File: config.mk
export PLATFORM = sky130hd
export DESIGN_NAME = sta_fifo
export DESIGN_NICKNAME = d
export VERILOG_FILES = /design/src/rtl/core/assert_macros.svh /design/src/rtl/core/sta_pkg.sv /design/src/rtl/core/sta_fifo.sv
export SDC_FILE = /design/constraint.sdc
export NUM_CORES = 1
export LEC_CHECK = 0
export ABC_AREA = 1
export BUFFER_PORTS_ARGS = -buffer_cell sky130_fd_sc_hd__buf_2
export CORE_AREA = 8 8 45 47
export CTS_BUF_LIST = sky130_fd_sc_hd__clkbuf_2
export DETAILED_ROUTE_END_ITERATION = 8
export DIE_AREA = 0 0 53 55
export GPL_ROUTABILITY_DRIVEN = 0
export SLEW_MARGIN = 30
export SYNTH_ARGS = -nofsm -noshare
export SYNTH_HDL_FRONTEND = slang
export SYNTH_SLANG_ARGS = --single-unit
File: constraint.sdc
create_clock -name clk -period 2.65 [get_ports clk]
set_clock_uncertainty 0.1 [all_clocks]
set_input_delay 0.265 -clock clk [delete_from_list [all_inputs] [get_ports clk]]
set_output_delay 0.265 -clock clk [all_outputs]
set_load 0.05 [all_outputs]
File: src/rtl/core/assert_macros.svh
// Assertion macros used by the table RTL of the triplet accumulator.
`ifndef ASSERT_MACROS_SVH
`define ASSERT_MACROS_SVH

// A condition that must hold at every clock edge outside of reset.
`define STA_ASSERT_ALWAYS(lbl, expr) \
    lbl: assert property (@(posedge clk) disable iff (!rst_n) (expr)) \
        else $error("assertion failed");

// A condition that, once seen, forces a consequence on the next edge.
`define STA_ASSERT_NEXT(lbl, ante, cons) \
    lbl: assert property (@(posedge clk) disable iff (!rst_n) (ante) |=> (cons)) \
        else $error("assertion failed");

`endif

File: src/rtl/core/sta_pkg.sv
`default_nettype none

package sta_pkg;

    localparam int DEFAULT_CAPACITY = 32;
    localparam int FIFO_DEPTH       = 2;

    localparam logic CMD_ADD  = 1'b0;
    localparam logic CMD_EMIT = 1'b1;

    localparam logic KIND_ADD  = 1'b0;
    localparam logic KIND_EMIT = 1'b1;

    localparam logic [1:0] STATUS_ACCUM   = 2'd0;
    localparam logic [1:0] STATUS_INSERT  = 2'd1;
    localparam logic [1:0] STATUS_DROPPED = 2'd2;

    typedef enum logic [1:0] {
        ST_IDLE,
        ST_CMP,
        ST_APPLY,
        ST_EMIT
    } state_t;

    typedef struct packed {
        logic        command;
        logic [15:0] row;
        logic [15:0] col;
        logic [31:0] value;
    } cmd_t;

    typedef struct packed {
        logic        kind;
        logic [1:0]  status;
        logic        entry_valid;
        logic [15:0] out_row;
        logic [15:0] out_col;
        logic [31:0] out_value;
        logic [5:0]  position;
        logic [6:0]  entry_total;
        logic [15:0] top_row;
        logic [15:0] top_col;
        logic        last;
    } result_t;

endpackage

`default_nettype wire

File: src/rtl/core/sta_fifo.sv
`default_nettype none

// Two-entry register queue.
module sta_fifo #(
    parameter int WIDTH = 1
) (
    input  wire logic             clk,
    input  wire logic             rst_n,
    input  wire logic             wr_en,
    input  wire logic [WIDTH-1:0] wr_data,
    output logic                  full,
    input  wire logic             rd_en,
    output logic [WIDTH-1:0]      rd_data,
    output logic                  empty
);

    logic [WIDTH-1:0] mem_reg [sta_pkg::FIFO_DEPTH];
    logic             wr_ptr_reg;
    logic             wr_ptr_next;
    logic             rd_ptr_reg;
    logic             rd_ptr_next;
    logic [1:0]       cnt_reg;
    logic [1:0]       cnt_next;
    logic             do_wr;
    logic             do_rd;

    assign full    = (cnt_reg == 2'(sta_pkg::FIFO_DEPTH));
    assign empty   = (cnt_reg == 2'd0);
    assign do_wr   = wr_en && !full;
    assign do_rd   = rd_en && !empty;
    assign rd_data = mem_reg[rd_ptr_reg];

    always_comb
    begin
        wr_ptr_next = do_wr ? !wr_ptr_reg : wr_ptr_reg;
        rd_ptr_next = do_rd ? !rd_ptr_reg : rd_ptr_reg;
        cnt_next    = cnt_reg + 2'(do_wr) - 2'(do_rd);
    end

    always_ff @(posedge clk or negedge rst_n)
    begin
        if (!rst_n)
        begin
            wr_ptr_reg <= 1'b0;
            rd_ptr_reg <= 1'b0;
            cnt_reg    <= 2'd0;
        end
        else
        begin
            wr_ptr_reg <= wr_ptr_next;
            rd_ptr_reg <= rd_ptr_next;
            cnt_reg    <= cnt_next;
        end
    end

    always_ff @(posedge clk)
    begin
        if (do_wr)
        begin
            mem_reg[wr_ptr_reg] <= wr_data;
        end
    end

endmodule

`default_nettype wire

==> metrics.cfg <==
[outcome]
status=complete, no violations

[critical_path]
crit_type=flip-flop to flip-flop
timing.rr.end=cnt_reg[1]
cp-end-kind=flip-flop
r2r_slack_ns=1.17
crit_fanout=3
rr_startpoint=cnt_reg[0]
r2r_cells=9
cp.required_ns=2.66
crit_path_start_kind=flip-flop
arrival_ns=1.49

[yosys]
synth_top_family_by_area=simple AND/OR/NAND/NOR gates
synth-compound-area-share=0
muxShareOfSynthArea=0
yosysUniqueCellTypes=8
syn_nets=46
synth.cell_area_um2=310
avgSynthCellArea_um2=7.96
yosysSeqAreaShare=0.516
yosys_warnings=0
synth_seq_cells=6
syn_inst=39
synth_xor_area_frac=0
synthAdderAreaFrac=0.0806
synth-simple-area-share=0.270

[pwr]
p_per_area_mw_per_mm2=1250
power_mw=0.493
vdd_drop_max_v=0.000295
p_leak_nw=0.248

[global_routing]
grt_max_degree=5
antenna_found_initial=0
use_met1=0.0399
met3_usage=0.0508
gr-usage-all-layers=0.0538
overflow=0
use_met2=0.0801
grt_pass1_vias=265
grt_pass1_wl_um=1000
busiest_layer=met2

[clocking]
post_cts_resize_count=0
clock_latency_ns=0.22
cts_root_buf=clkbuf_2
h-tree-depth=1
clock-sinks=6
tritoncts=done
cts-buffers-inserted=3
cts_setup_buffers=0
clk_pin_slew_ns=0.08
clock_tree.buffer_depth=2

[sta]
final_hold_viol_count=0
setup_tns_ns=0
rsz0062_at_grt=no
worst_slew_pin_slew_ns=0.252
relSlewSlack=0.833
slew_violations=0
finalSetupViolCount=0
fmax_mhz=675
finalCriticalPeriod_ns=1.48
timing.final.crit_share=0.559

[floorplanning]
design.core.area_mm2=0.00138
design.portCount=8
die_y_um=55
dieArea_mm2=0.00292
start_util=0.224
die_x_um=53
fp-row-count=14

[routing]
dr.pass1.iters=1
drt_iter0_drc=0
vias=250
wirelength_um=568
viasPerCell=3.73
wl_per_cell_um=8.48
ant_nets=0
drcViolationCount=0

[job]
cap_violations=0

[cells_and_area]
area.growth.synth_to_final_pct=27.4
drive_gt1_frac=0.255
layout.nets=59
design_area_um2=395
final_cells=67
diodes=0

[worst_hold_path]
worst_hold_path_type=input port to flip-flop
hold-path-cell-count=1
min_to=mem_reg[0]
min-delay-start=wr_data

[place]
dp.cells=62
place.port_buffers=7
dpl.hpwl_um=458
detailed_place.area_um2=365

## repair_timing
item	in CTS	in global routing
hold endpoints to repair	4	0
hold buffers	1	0
endpoints found under the setup margin	0	0
## through the flow
step | util | hold slack [ns] | worst slack, ns
after global placement | 0.264 | -0.0228 | 1.19
after CTS | 0.286 | 0.0986 | 1.16
after floorplan | - | -0.131 | 1.26
final | 0.286 | 0.111 | 1.17
after detailed placement | 0.264 | -0.0197 | 1.17
after global routing | 0.286 | 0.0802 | 1.05
## layer usage
layer,wire (µm),vias up
met1,227,101
li1,-,139
met4,27,0
met3,63,4
met2,250,6
met5,0,-
## placed cells by master (no fill, tap or decap), drive strengths merged
cell type,count
edfxtp,2
dfrtp,4
inv,11
dlygate4sd3,1
ha,2
clkbuf,4
nor2,1
buf,7
nand2,16
nand3,3
## critical path, stage by stage, from the launching register on
cell and delay [ns]:
dfrtp_1 0.38, inv_1 0.09, nand2_2 0.07, nand2_1 0.07
inv_1 0.05, ha_1 0.26, inv_1 0.04, ha_1 0.18
nand3_1 0.08, nand2_1 0.06
## power by group
part	switching, mW	total, mW	internal [mW]
clock	0.0378	0.0778	0.0400
sequential	0.0208	0.158	0.137
combinational	0.184	0.257	0.0731
## cells in the mapped netlist, drive strengths merged
cell type	instances	area share
dfrtp	4	0.32
edfxtp	2	0.19
ha	2	0.081
inv	11	0.13
nand2	16	0.21
nand3	3	0.048
nor2	1	0.012
## cell families after synthesis
| kind of cell | after synthesis |
|---|---|
| simple gates | 20 |
| buf+inv | 11 |
| flops | 6 |
| fa+ha+maj | 2 |
## worst max-delay path by stage
stage / slack (ns) / from / depth (start not counted) / endpoint
2_1_floorplan: 1.26 / cnt_reg[1] / 9 / cnt_reg[1]
3_3_place_gp: 1.19 / cnt_reg[0] / 9 / cnt_reg[1]
3_5_place_dp: 1.17 / cnt_reg[0] / 9 / cnt_reg[1]
4_1_cts: 1.16 / cnt_reg[0] / 9 / cnt_reg[1]
5_1_grt: 1.05 / cnt_reg[1] / 10 / cnt_reg[1]
6_report: 1.17 / cnt_reg[0] / 9 / cnt_reg[1]
## area by class of cell
cell class | count | area (µm²)
multi-input cells | 22 | 109
flip-flops and latches | 6 | 160
clock buffers | 4 | 20.0
well taps | 16 | 20.0
fillers | 151 | 988
inverters | 11 | 41.3
repair buffers | 8 | 45.0
Note: power is estimated with default switching activity, not from simulation.
